===== src/rtl/fpf_pkg.sv =====
package fpf_pkg;

    // Plane storage and job sizing.
    localparam int MAX_PLANES = 8;
    localparam int PLANE_W    = 16;
    localparam int JOB_BYTES  = 2 * MAX_PLANES;
    localparam int JOB_W      = 8 * JOB_BYTES;
    localparam int CNT_W      = $clog2(JOB_BYTES + 1);
    localparam int PLN_CNT_W  = $clog2(MAX_PLANES + 1);

    // Register widths and indexes.
    localparam int BPP_W  = 6;
    localparam int MODE_W = 3;
    localparam int CFG_W  = 6;
    localparam logic REG_BPP  = 1'b0;
    localparam logic REG_MODE = 1'b1;

    // Output format codes.
    localparam logic [MODE_W-1:0] MODE_PLANAR = 3'd0;
    localparam logic [MODE_W-1:0] MODE_CHUNK1 = 3'd1;
    localparam logic [MODE_W-1:0] MODE_CHUNK2 = 3'd2;
    localparam logic [MODE_W-1:0] MODE_CHUNK3 = 3'd3;
    localparam logic [MODE_W-1:0] MODE_CHUNK4 = 3'd4;
    localparam logic [MODE_W-1:0] MODE_PACKED = 3'd5;

    // Direct-color depths and the reset depth.
    localparam logic [BPP_W-1:0] BPP_RGB565 = 6'd16;
    localparam logic [BPP_W-1:0] BPP_RGB24  = 6'd24;
    localparam logic [BPP_W-1:0] BPP_ARGB   = 6'd32;
    localparam logic [BPP_W-1:0] BPP_RESET  = 6'd8;

    // One burst of bytes for the back end, first byte in the top bits.
    typedef struct packed {
        logic [CNT_W-1:0] count;
        logic [JOB_W-1:0] data;
    } job_t;

    // Queue status seen by the front end.
    typedef struct packed {
        logic valid;
        logic full;
    } queue_status_t;

    // Back end status: pop request and bytes still pending.
    typedef struct packed {
        logic pop;
        logic pending;
    } back_status_t;

    // Indices that fit in one byte for a packed depth of 1 to 8.
    function automatic logic [3:0] packed_per(input logic [3:0] bpp);
        logic [3:0] per;
        case (bpp)
            4'd1:    per = 4'd8;
            4'd2:    per = 4'd4;
            4'd3:    per = 4'd2;
            4'd4:    per = 4'd2;
            default: per = 4'd1;
        endcase
        return per;
    endfunction

endpackage


===== src/rtl/framebuffer_pixel_formatter_unit.sv =====
// Framebuffer pixel formatter.
// Input channel: one pixel per beat (palette_index, red, green, blue, alpha),
// taken when in_valid is high and in_stall is low.
// Output channel: one framebuffer byte per beat (out_byte, last), taken when
// out_valid is high and out_stall is low; last marks a burst's final byte.
// Configuration: cfg_we writes cfg_data to register cfg_index (0 depth,
// 1 format); write only while the block is idle.
// Throughput: one output byte per cycle while out_stall is low, sent by
// the back end serializer (four bytes per ARGB pixel in four-byte chunk
// formats, two per plane per 16-pixel planar group); pixels that produce
// nothing are taken one per cycle while the queue is not full. A pixel's
// burst passes through the queue and burst shifter to the output register.
// A two-beat burst queue sits between the front end and the serializer.
// Reset clears the gather state, sets depth 8 and planar format.
// When the receiver stalls, the output beat holds, the queue fills and
// in_stall rises once both queue entries are occupied.
module framebuffer_pixel_formatter_unit (
    input  logic                      clk,
    input  logic                      rst_n,
    input  logic                      cfg_we,
    input  logic                      cfg_index,
    input  logic [fpf_pkg::CFG_W-1:0] cfg_data,
    input  logic                      in_valid,
    output logic                      in_stall,
    input  logic [7:0]                palette_index,
    input  logic [7:0]                red,
    input  logic [7:0]                green,
    input  logic [7:0]                blue,
    input  logic [7:0]                alpha,
    output logic                      out_valid,
    input  logic                      out_stall,
    output logic [7:0]                out_byte,
    output logic                      last
);
    import fpf_pkg::*;

    logic          q_push;
    job_t          q_job_in;
    job_t          q_job_out;
    queue_status_t q_status;
    back_status_t  b_status;

    fpf_front u_front (
        .clk           (clk),
        .rst_n         (rst_n),
        .cfg_we        (cfg_we),
        .cfg_index     (cfg_index),
        .cfg_data      (cfg_data),
        .in_valid      (in_valid),
        .in_stall      (in_stall),
        .palette_index (palette_index),
        .red           (red),
        .green         (green),
        .blue          (blue),
        .alpha         (alpha),
        .q_status      (q_status),
        .q_push        (q_push),
        .q_job         (q_job_in)
    );

    fpf_queue u_queue (
        .clk     (clk),
        .rst_n   (rst_n),
        .push    (q_push),
        .job_in  (q_job_in),
        .pop     (b_status.pop),
        .job_out (q_job_out),
        .status  (q_status)
    );

    fpf_back u_back (
        .clk       (clk),
        .rst_n     (rst_n),
        .q_job     (q_job_out),
        .q_status  (q_status),
        .status    (b_status),
        .out_valid (out_valid),
        .out_stall (out_stall),
        .out_byte  (out_byte),
        .last      (last)
    );

`ifndef NO_ASSERTIONS
    // A burst is never pushed into a full queue.
    a_no_overflow: assert property (@(posedge clk) disable iff (!rst_n)
        q_push |-> !q_status.full)
        else $error("burst pushed into full queue");

    // The serializer never pops an empty queue.
    a_no_underflow: assert property (@(posedge clk) disable iff (!rst_n)
        b_status.pop |-> q_status.valid)
        else $error("pop from empty queue");

    // Queued bursts always carry at least one byte.
    a_nonempty_job: assert property (@(posedge clk) disable iff (!rst_n)
        q_push |-> (q_job_in.count != '0))
        else $error("empty burst queued");

    // After a byte that is not the last of its burst, more bytes are pending.
    a_burst_continues: assert property (@(posedge clk) disable iff (!rst_n)
        (out_valid && !out_stall && !last) |-> b_status.pending)
        else $error("burst ended without last");
`endif

endmodule


===== src/rtl/fpf_front.sv =====
module fpf_front (
    input  logic                          clk,
    input  logic                          rst_n,
    input  logic                          cfg_we,
    input  logic                          cfg_index,
    input  logic [fpf_pkg::CFG_W-1:0]     cfg_data,
    input  logic                          in_valid,
    output logic                          in_stall,
    input  logic [7:0]                    palette_index,
    input  logic [7:0]                    red,
    input  logic [7:0]                    green,
    input  logic [7:0]                    blue,
    input  logic [7:0]                    alpha,
    input  fpf_pkg::queue_status_t        q_status,
    output logic                          q_push,
    output fpf_pkg::job_t                 q_job
);
    import fpf_pkg::*;

    logic [BPP_W-1:0]   bpp_reg;
    logic [MODE_W-1:0]  mode_reg;
    logic [PLANE_W-1:0] words_reg [MAX_PLANES];
    logic [PLANE_W-1:0] words_next [MAX_PLANES];
    logic [PLANE_W-1:0] words_new [MAX_PLANES];
    logic [3:0]         group_reg;
    logic [3:0]         group_next;
    logic [7:0]         pacc_reg;
    logic [7:0]         pacc_next;
    logic [2:0]         pcnt_reg;
    logic [2:0]         pcnt_next;

    logic               accept;
    logic [PLN_CNT_W-1:0] planes;
    logic [31:0]        chunk;
    logic               chunk_ok;
    logic [2:0]         chunk_bytes;
    logic [2:0]         chunk_start;
    logic               skip_top;
    logic [31:0]        chunk_aligned;
    logic [7:0]         pmask;
    logic [15:0]        pshift;
    logic [7:0]         pacc_new;
    job_t               job;

    // The front takes a pixel whenever the queue has room.
    assign in_stall = q_status.full;
    assign accept   = in_valid && !in_stall;
    assign q_push   = accept && (job.count != '0);
    assign q_job    = job;

    // Plane count saturates at the number of stored planes.
    assign planes = (bpp_reg > BPP_W'(MAX_PLANES)) ? PLN_CNT_W'(MAX_PLANES)
                                                    : PLN_CNT_W'(bpp_reg);

    // Planar gather: set this pixel's bit in each active plane.
    always_comb
    begin
        for (int j = 0; j < MAX_PLANES; j++)
        begin
            if (PLN_CNT_W'(j) < planes)
                words_new[j] = words_reg[j]
                    | (PLANE_W'(palette_index[j]) << (4'd15 - group_reg));
            else
                words_new[j] = words_reg[j];
        end
    end

    // Chunk value by depth.
    always_comb
    begin
        chunk    = '0;
        chunk_ok = 1'b1;
        case (bpp_reg) inside
            6'd1, 6'd2, 6'd4, 6'd6, 6'd8:
                chunk = {24'b0, palette_index};
            BPP_RGB565:
                chunk = {16'b0, red[7:3], green[7:2], blue[7:3]};
            BPP_RGB24, BPP_ARGB:
                chunk = {alpha, red, green, blue};
            default:
                chunk_ok = 1'b0;
        endcase
    end

    // Chunk width and alignment so that the first byte sent sits on top.
    assign chunk_bytes   = (mode_reg == MODE_CHUNK1) ? 3'd1 :
                           (mode_reg == MODE_CHUNK2) ? 3'd2 : 3'd4;
    assign skip_top      = (bpp_reg == BPP_RGB24);
    assign chunk_start   = 3'd4 - chunk_bytes + {2'b0, skip_top};
    assign chunk_aligned = chunk << {chunk_start, 3'b0};

    // Packed accumulation.
    assign pmask    = 8'((9'd1 << bpp_reg[3:0]) - 9'd1);
    assign pshift   = {8'b0, pacc_reg} << bpp_reg[3:0];
    assign pacc_new = pshift[7:0] | (palette_index & pmask);

    // Classify the pixel: build its byte burst and the next state.
    always_comb
    begin
        job        = '0;
        words_next = words_reg;
        group_next = group_reg;
        pacc_next  = pacc_reg;
        pcnt_next  = pcnt_reg;
        case (mode_reg) inside
            MODE_PLANAR:
            begin
                if (group_reg == 4'd15)
                begin
                    for (int j = 0; j < MAX_PLANES; j++)
                    begin
                        job.data[JOB_W-1-PLANE_W*j -: PLANE_W] = words_new[j];
                        words_next[j] = '0;
                    end
                    job.count  = CNT_W'({planes, 1'b0});
                    group_next = '0;
                end
                else
                begin
                    words_next = words_new;
                    group_next = group_reg + 4'd1;
                end
            end
            MODE_CHUNK1, MODE_CHUNK2, MODE_CHUNK3, MODE_CHUNK4:
            begin
                if (chunk_ok)
                begin
                    job.data[JOB_W-1 -: 32] = chunk_aligned;
                    job.count = CNT_W'(chunk_bytes) - CNT_W'(skip_top);
                end
            end
            MODE_PACKED:
            begin
                if (bpp_reg != '0 && bpp_reg <= BPP_W'(8))
                begin
                    if ({1'b0, pcnt_reg} + 4'd1 >= packed_per(bpp_reg[3:0]))
                    begin
                        job.data[JOB_W-1 -: 8] = pacc_new;
                        job.count = CNT_W'(1);
                        pacc_next = '0;
                        pcnt_next = '0;
                    end
                    else
                    begin
                        pacc_next = pacc_new;
                        pcnt_next = pcnt_reg + 3'd1;
                    end
                end
            end
            default:
            begin
                job = '0;
            end
        endcase
    end

    // Configuration and gather state.
    always_ff @(posedge clk or negedge rst_n)
    begin
        if (!rst_n)
        begin
            bpp_reg   <= BPP_RESET;
            mode_reg  <= MODE_PLANAR;
            group_reg <= '0;
            pacc_reg  <= '0;
            pcnt_reg  <= '0;
            for (int j = 0; j < MAX_PLANES; j++)
                words_reg[j] <= '0;
        end
        else
        begin
            if (cfg_we)
            begin
                if (cfg_index == REG_BPP)
                    bpp_reg <= cfg_data[BPP_W-1:0];
                else
                    mode_reg <= cfg_data[MODE_W-1:0];
            end
            if (accept)
            begin
                words_reg <= words_next;
                group_reg <= group_next;
                pacc_reg  <= pacc_next;
                pcnt_reg  <= pcnt_next;
            end
        end
    end

endmodule


===== src/rtl/fpf_queue.sv =====
module fpf_queue (
    input  logic                   clk,
    input  logic                   rst_n,
    input  logic                   push,
    input  fpf_pkg::job_t          job_in,
    input  logic                   pop,
    output fpf_pkg::job_t          job_out,
    output fpf_pkg::queue_status_t status
);
    import fpf_pkg::*;

    job_t       entries_reg [2];
    logic       wr_ptr_reg;
    logic       rd_ptr_reg;
    logic [1:0] fill_reg;
    logic [1:0] fill_next;

    assign job_out      = entries_reg[rd_ptr_reg];
    assign status.valid = (fill_reg != 2'd0);
    assign status.full  = (fill_reg == 2'd2);

    // Occupancy tracks pushes and pops in the same cycle.
    always_comb
    begin
        fill_next = fill_reg;
        if (push && !pop)
            fill_next = fill_reg + 2'd1;
        else if (pop && !push)
            fill_next = fill_reg - 2'd1;
    end

    // Pointers and fill level.
    always_ff @(posedge clk or negedge rst_n)
    begin
        if (!rst_n)
        begin
            wr_ptr_reg <= 1'b0;
            rd_ptr_reg <= 1'b0;
            fill_reg   <= '0;
        end
        else
        begin
            if (push)
                wr_ptr_reg <= !wr_ptr_reg;
            if (pop)
                rd_ptr_reg <= !rd_ptr_reg;
            fill_reg <= fill_next;
        end
    end

    // Entry storage.
    always_ff @(posedge clk)
    begin
        if (push)
            entries_reg[wr_ptr_reg] <= job_in;
    end

endmodule


===== src/rtl/fpf_back.sv =====
module fpf_back (
    input  logic                  clk,
    input  logic                  rst_n,
    input  fpf_pkg::job_t         q_job,
    input  fpf_pkg::queue_status_t q_status,
    output fpf_pkg::back_status_t status,
    output logic                  out_valid,
    input  logic                  out_stall,
    output logic [7:0]            out_byte,
    output logic                  last
);
    import fpf_pkg::*;

    logic [JOB_W-1:0] data_reg;
    logic [CNT_W-1:0] cnt_reg;
    logic             valid_reg;
    logic [7:0]       byte_reg;
    logic             last_reg;
    logic             advance;
    logic             pop;

    // A byte moves into the output register when it is empty or drained.
    assign advance = (cnt_reg != '0) && (!valid_reg || !out_stall);
    // The next burst loads when no burst is pending or as the current one sends its final byte.
    assign pop = q_status.valid
                 && ((cnt_reg == '0) || (advance && cnt_reg == CNT_W'(1)));

    assign status.pop     = pop;
    assign status.pending = (cnt_reg != '0);
    assign out_valid      = valid_reg;
    assign out_byte       = byte_reg;
    assign last           = last_reg;

    // Burst counter and output valid.
    always_ff @(posedge clk or negedge rst_n)
    begin
        if (!rst_n)
        begin
            cnt_reg   <= '0;
            valid_reg <= 1'b0;
        end
        else
        begin
            if (pop)
                cnt_reg <= q_job.count;
            else if (advance)
                cnt_reg <= cnt_reg - CNT_W'(1);
            if (advance)
                valid_reg <= 1'b1;
            else if (!out_stall)
                valid_reg <= 1'b0;
        end
    end

    // Burst shifter and output beat.
    always_ff @(posedge clk)
    begin
        if (pop)
            data_reg <= q_job.data;
        else if (advance)
            data_reg <= {data_reg[JOB_W-9:0], 8'b0};
        if (advance)
        begin
            byte_reg <= data_reg[JOB_W-1 -: 8];
            last_reg <= (cnt_reg == CNT_W'(1));
        end
    end

endmodule

===== config.mk =====
export PLATFORM = sky130hd
export DESIGN_NAME = framebuffer_pixel_formatter_unit
export DESIGN_NICKNAME = d
export VERILOG_FILES = /design/src/rtl/fpf_pkg.sv /design/src/rtl/framebuffer_pixel_formatter_unit.sv /design/src/rtl/fpf_front.sv /design/src/rtl/fpf_queue.sv /design/src/rtl/fpf_back.sv
export SDC_FILE = /design/constraint.sdc
export NUM_CORES = 1
export LEC_CHECK = 0
export BUFFER_PORTS_ARGS = -buffer_cell sky130_fd_sc_hd__buf_2
export CORE_AREA = 2 2 266 268
export CTS_CLUSTER_SIZE = 10
export DETAILED_ROUTE_END_ITERATION = 8
export DIE_AREA = 0 0 268 270
export GPL_TIMING_DRIVEN = 0
export SYNTH_ARGS = -nofsm -noshare
export SYNTH_HDL_FRONTEND = slang
export SYNTH_SLANG_ARGS = --single-unit
export TNS_END_PERCENT = 5

===== constraint.sdc =====
create_clock -name clk -period 19.5 [get_ports clk]
set_input_delay 1.95 -clock clk [delete_from_list [all_inputs] [get_ports clk]]
set_output_delay 1.95 -clock clk [all_outputs]
set_load 0.05 [all_outputs]

==> impl_metrics.ini, run 1 <==
[status]
status = complete, no violations

[timing]
slew_viol_final = 0
fin_hold_ws_ns = 0.413
max_slew_margin = 0.104
max_slew.worst_pin.slew_ns = 1.34
setup_viol = 0
period_share = 0.250
skew_ns = 0.0299
rsz0062_at_grt = false
finalHoldViolations = 0
post-route-min-period_ns = 4.87
setup_slack_ns = 14.63
fin_setup_tns_ns = 0
max_freq_ghz = 0.205

[setup_path]
crit_chain = clkbuf_1 > clkbuf_1 > nand3b_1 > a21o_1 > ha_1 > o211ai_1 > nor4_1 > o31a_1 > a21o_1 > o311a_4 > and2_4 > buf_16 > buf_16
worstReg2RegEnd = u_queue.entries_reg[1][5]
crit_path_start = u_front.bpp_reg[1]
path_buf_inv = 4
crit_required_ns = 19.76
crit_fanout = 48
critPathSlowestCell = and2_4
crit_type = reg2reg
cp-end-kind = register
worstRegToRegCells = 13
r2r_start = u_front.bpp_reg[1]
cp_data_arrival_time_ns = 5.13
critPathMaxStageDelay_ns = 0.54
startpoint_type = register
crit_family = buffers and inverters
reg2reg_slack_ns = 14.63

[floorplan]
start_util = 0.348
num_rows = 97
coreArea_mm2 = 0.0695
die-width_um = 268
dieArea_mm2 = 0.0724
pin_count = 63
die_h_um = 270

[pwr]
p_comb_frac = 0.251
p_int_mw = 2.57
total_power_mw = 3.80
swShare = 0.324
ir_drop_mv = 0.0638
power_density_mw_per_mm2 = 136
sequentialPowerShare = 0.447
leakage_nw = 10.7
pwr-share-clk = 0.302
power_switching_mw = 1.23

[synthesis]
synth.avg_cell_area_um2 = 12.0
synthTopCellsByArea = edfxtp_1, dfrtp_1, mux2i_1, a21oi_1, nor2_1
synth_seq_area_share = 0.668
synth_edf_count = 403
post-synth-top-count-cell = edfxtp_1
netlist_instances = 2019
synth_top_area_share = 0.500
async_flop_share = 0.287
ys_types = 69
synth_ff_type = edfxtp_1
yosysWarningCount = 0
synth_fp_nets = 2083
yosys.area.top_type = edfxtp_1
syn_area_mm2 = 0.0242
synth-seq-cells = 565
synthTopCellsByCount = edfxtp_1, nor2_1, a21oi_1

[placement]
post-place-ws_ns = 14.27
portBuffers = 62
hpwl_mm = 47.7
place_area_mm2 = 0.0260
gp_congestion = 0.915

[clock_tree]
path_clk_slew_ns = 0.05
cts_buffer_depth = 3
cts_tree = built
clock_latency_ns = 0.60
cts-root-buf = clkbuf_16
cts.htree.levels = 3
clock-sinks = 565
cts_resized = 0
cts_hold_buf = 0
cts_setup_buffers = 0
numCtsBuffers = 67

[finish]
n_antenna_cell = 0
drive_above_1_share = 0.0877
largest_register_ff_count = 266
design_area_mm2 = 0.0280
fillers = 6523
syn_to_final_growth_pct = 15.5
layout.nets = 2224

[hold_path]
holdPathStages = 0
worst_hold_path.endpoint = u_back.out_byte[4]
hp-class = reg2reg
min_from = u_back.data_reg[124]

[drt]
drtIter0Drc = 1831
vias = 16800
wl_per_cell_um = 21.7
dr.pass1.iters = 5
routed_wl_mm = 68.5
drc_errors = 0
via_per_inst = 5.33
ant_nets = 0

[grt]
grt_pass1_vias = 16400
antenna_found_initial = 3
grt_pass1_wl_mm = 103
grt_max_degree = 102
grtUsageTotal = 0.189
gr-total-overflow = 0

[job]
drv_cap = 0
==> power by group through the flow <==
stage	Clock, mW	Combinational [mW]	Sequential [mW]
5_1_grt	1.22	1.05	1.72
6_report	1.15	0.953	1.70
4_1_cts	1.17	0.958	1.70
3_5_place_dp	0	0.955	1.72
3_3_place_gp	0	0.922	1.75
2_1_floorplan	0	0.603	1.73
==> logic make-up (layout without fill, tap and decap cells) <==
family          count (synthesis)  after routing  share of synthesized area
flops                         565            565                      0.668
xor+xnor                       16             16                    0.00579
fa+ha+maj                      12             12                    0.00621
mux                           160            160                     0.0674
buf+inv                       153            347                     0.0248
compound gates                531            531                      0.124
simple gates                  582            582                      0.104
==> layout make-up <==
cell class                 count  area [um2]  area share
buffer                       139         548      0.0196
clock buffer                 116        1910      0.0684
clock inverter                 6        75.1     0.00269
inverter                      14        52.6     0.00188
multi-input combinational   1301        7460       0.267
sequential                   565       16200       0.578
tap                          940        1180      0.0421
timing repair buffer          72         573      0.0205
==> metrics by stage <==
step / utilization / std cells
floorplan: - / 2019
global placement: 0.369 / 3021
detailed placement: 0.373 / 3031
CTS: 0.402 / 3153
global route: 0.402 / 3153
finish: 0.402 / 3153
==> cell usage in the layout (no fill, tap or decap), types with 15 or more instances in the layout <==
cell and instances:
clkbuf_1 171, mux2i_1 146, edfxtp_1 403, nor3_1 21, o21ai_0 151, dfrtp_1 161
nand2_1 179, nor2_1 283, and3_1 15, buf_2 70, clkbuf_16 69, a21oi_1 257
o22ai_1 31
==> how the worst max path moves through the flow <==
stage / endpoint / slack (ns) / cells after the start
floorplan: u_queue.entries_reg[0][0] / 10.46 / 13
global placement: u_queue.entries_reg[0][1] / 5.78 / 11
detailed placement: u_queue.fill_reg[1] / 14.27 / 11
CTS: u_queue.entries_reg[1][34] / 14.66 / 13
global route: u_queue.entries_reg[1][10] / 14.35 / 13
finish: u_queue.entries_reg[1][5] / 14.63 / 13
==> routing by layer <==
| metal | share of wire | vias to the layer above | GRT usage |
|---|---|---|---|
| li1 | - | 7668 | - |
| met1 | 0.43 | 8361 | 0.260 |
| met2 | 0.46 | 676 | 0.297 |
| met3 | 0.070 | 114 | 0.0303 |
| met4 | 0.036 | 2 | 0.0784 |
| met5 | 0.00026 | - | 0 |
No activity file was read; power rests on OpenSTA's default activity.
==> run 2: changes to the inputs <==
Clock period 19.5 ns to 4.39 ns, I/O delays scaled along.
==> impl_metrics.ini, run 2 (same netlist as run 1, synthesis figures left out) <==
[floorplan]
pin_count = 63
die-width_um = 268
dieArea_mm2 = 0.0724
start_util = 0.348
num_rows = 97
die_h_um = 270
coreArea_mm2 = 0.0695

[placement]
gp_congestion = 0.910
portBuffers = 62
post-place-ws_ns = -0.169
place_area_mm2 = 0.0259
hpwl_mm = 47.9

[timing]
setup_viol = 0
rsz0062_at_grt = false
fin_hold_ws_ns = 0.0880
finalHoldViolations = 0
setup_slack_ns = 0.302
slew_viol_final = 0
max_freq_ghz = 0.245
period_share = 0.931
max_slew_margin = 0.0420
post-route-min-period_ns = 4.09
skew_ns = 0.0280
max_slew.worst_pin.slew_ns = 1.43

[setup_path]
crit_required_ns = 4.68
r2r_start = u_front.bpp_reg[3]
worstReg2RegEnd = u_queue.entries_reg[0][13]
reg2reg_slack_ns = 0.30
critPathMaxStageDelay_ns = 0.52
crit_type = reg2reg
crit_chain = buf_6 > clkbuf_1 > clkbuf_1 > a21o_1 > ha_1 > o211ai_1 > nor4_1 > o31a_1 > a21o_1 > o311a_4 > nor2b_4 > buf_12 > buf_12 > buf_12
cp-end-kind = register
crit_path_start = u_front.bpp_reg[3]
critPathSlowestCell = dfstp_2
critPathCapture = u_queue.entries_reg[0][13]
cp_common_cell = buf_12
crit_fanout = 29
startpoint_type = register
cp_data_arrival_time_ns = 4.37
worstRegToRegCells = 14

[drt]
drtIter0Drc = 1708
dr.pass1.iters = 5
wl_per_cell_um = 21.8
vias = 16900
routed_wl_mm = 68.7
via_per_inst = 5.34
ant_nets = 0
drc_errors = 0

[pwr]
ir_drop_mv = 0.307
total_power_mw = 16.8
leakage_nw = 10.7
power_density_mw_per_mm2 = 601

[grt]
grt_pass1_wl_mm = 103
grtUsageTotal = 0.190
grt_pass1_vias = 16600
antenna_found_initial = 1
grt_max_degree = 106
gr-total-overflow = 0

[status]
status = complete, no violations

[job]
drv_cap = 0

[finish]
final_cell_mix = edfxtp_1, nor2_1, a21oi_1
layout.nets = 2230
syn_to_final_growth_pct = 15.7
drive_above_1_share = 0.0907
design_area_mm2 = 0.0280
layout_commonest_cell = edfxtp_1
largest_register_ff_count = 266
fillers = 6597
fin_util = 0.402

[clock_tree]
cts_tree = built
clock-sinks = 565
path_clk_slew_ns = 0.05
clock_latency_ns = 0.60
numCtsBuffers = 67
cts.htree.levels = 3
cts_buffer_depth = 3
cts-root-buf = clkbuf_16

[hold_path]
hp-class = in2reg
run 2: layout make-up:
| cell class | count | area [um2] | area share |
|---|---|---|---|
| Buffer | 139 | 577 | 0.0206 |
| Timing Repair Buffer | 77 | 578 | 0.0207 |
| Clock buffer | 114 | 1880 | 0.0673 |
| Sequential cell | 565 | 16200 | 0.577 |
| Antenna cell | 2 | 5.00 | 0.000179 |
| Inverter | 14 | 52.6 | 0.00188 |
| Multi-Input combinational cell | 1302 | 7480 | 0.267 |
| Tap cell | 940 | 1180 | 0.0420 |
| Clock inverter | 6 | 71.3 | 0.00255 |
run 2: worst min-delay path by stage:
stage	to	depth (start not counted)	start	slack, ns
after floorplan	u_back.cnt_reg[0]	0	rst_n	0.14
after global placement	u_back.out_byte[4]	0	u_back.data_reg[124]	0.40
after CTS	u_front.bpp_reg[5]	2	cfg_data[5]	0.06
after detailed placement	u_front.bpp_reg[4]	1	rst_n	0.41
final	u_front.bpp_reg[5]	2	cfg_data[5]	0.09
after global routing	u_front.bpp_reg[5]	2	cfg_data[5]	0.08
run 2: power breakdown:
| part | leakage (nW) | internal [mW] | switching, mW |
|---|---|---|---|
| registers | 5.96 | 7.13 | 0.429 |
| clock network | 0.933 | 2.92 | 2.11 |
| logic | 3.82 | 1.32 | 2.91 |
| total | 10.7 | 11.4 | 5.45 |
run 2: critical path, delay by kind of cell (launching register included):
family	cells	cell delay (ns)
compound gates	5	1.15
buf+inv	6	1.47
flops	1	0.52
simple gates	2	0.43
fa+ha+maj	1	0.15
run 2: stage by stage:
step	std cells	setup TNS [ns]
CTS	3151	0
detailed placement	3029	-4.80
global route	3157	0
global placement	3021	-637.06
finish	3159	0
floorplan	2019	-39.02
run 2: what timing repair did:
item                       4_1_cts  5_1_grt
hold buffers                     1        0
buffers inserted                 0        6
setup endpoints to repair       29       35
hold endpoints to repair        56        0
gates cloned                     1        0
gates resized for setup          0        0
run 2: routing by layer:
metal / part of all wire / vias to the layer above / GRT usage
met5: 0 / - / 0
met4: 0.037 / 0 / 0.0759
met3: 0.065 / 134 / 0.0319
met2: 0.47 / 593 / 0.300
met1: 0.43 / 8466 / 0.259
li1: - / 7664 / -
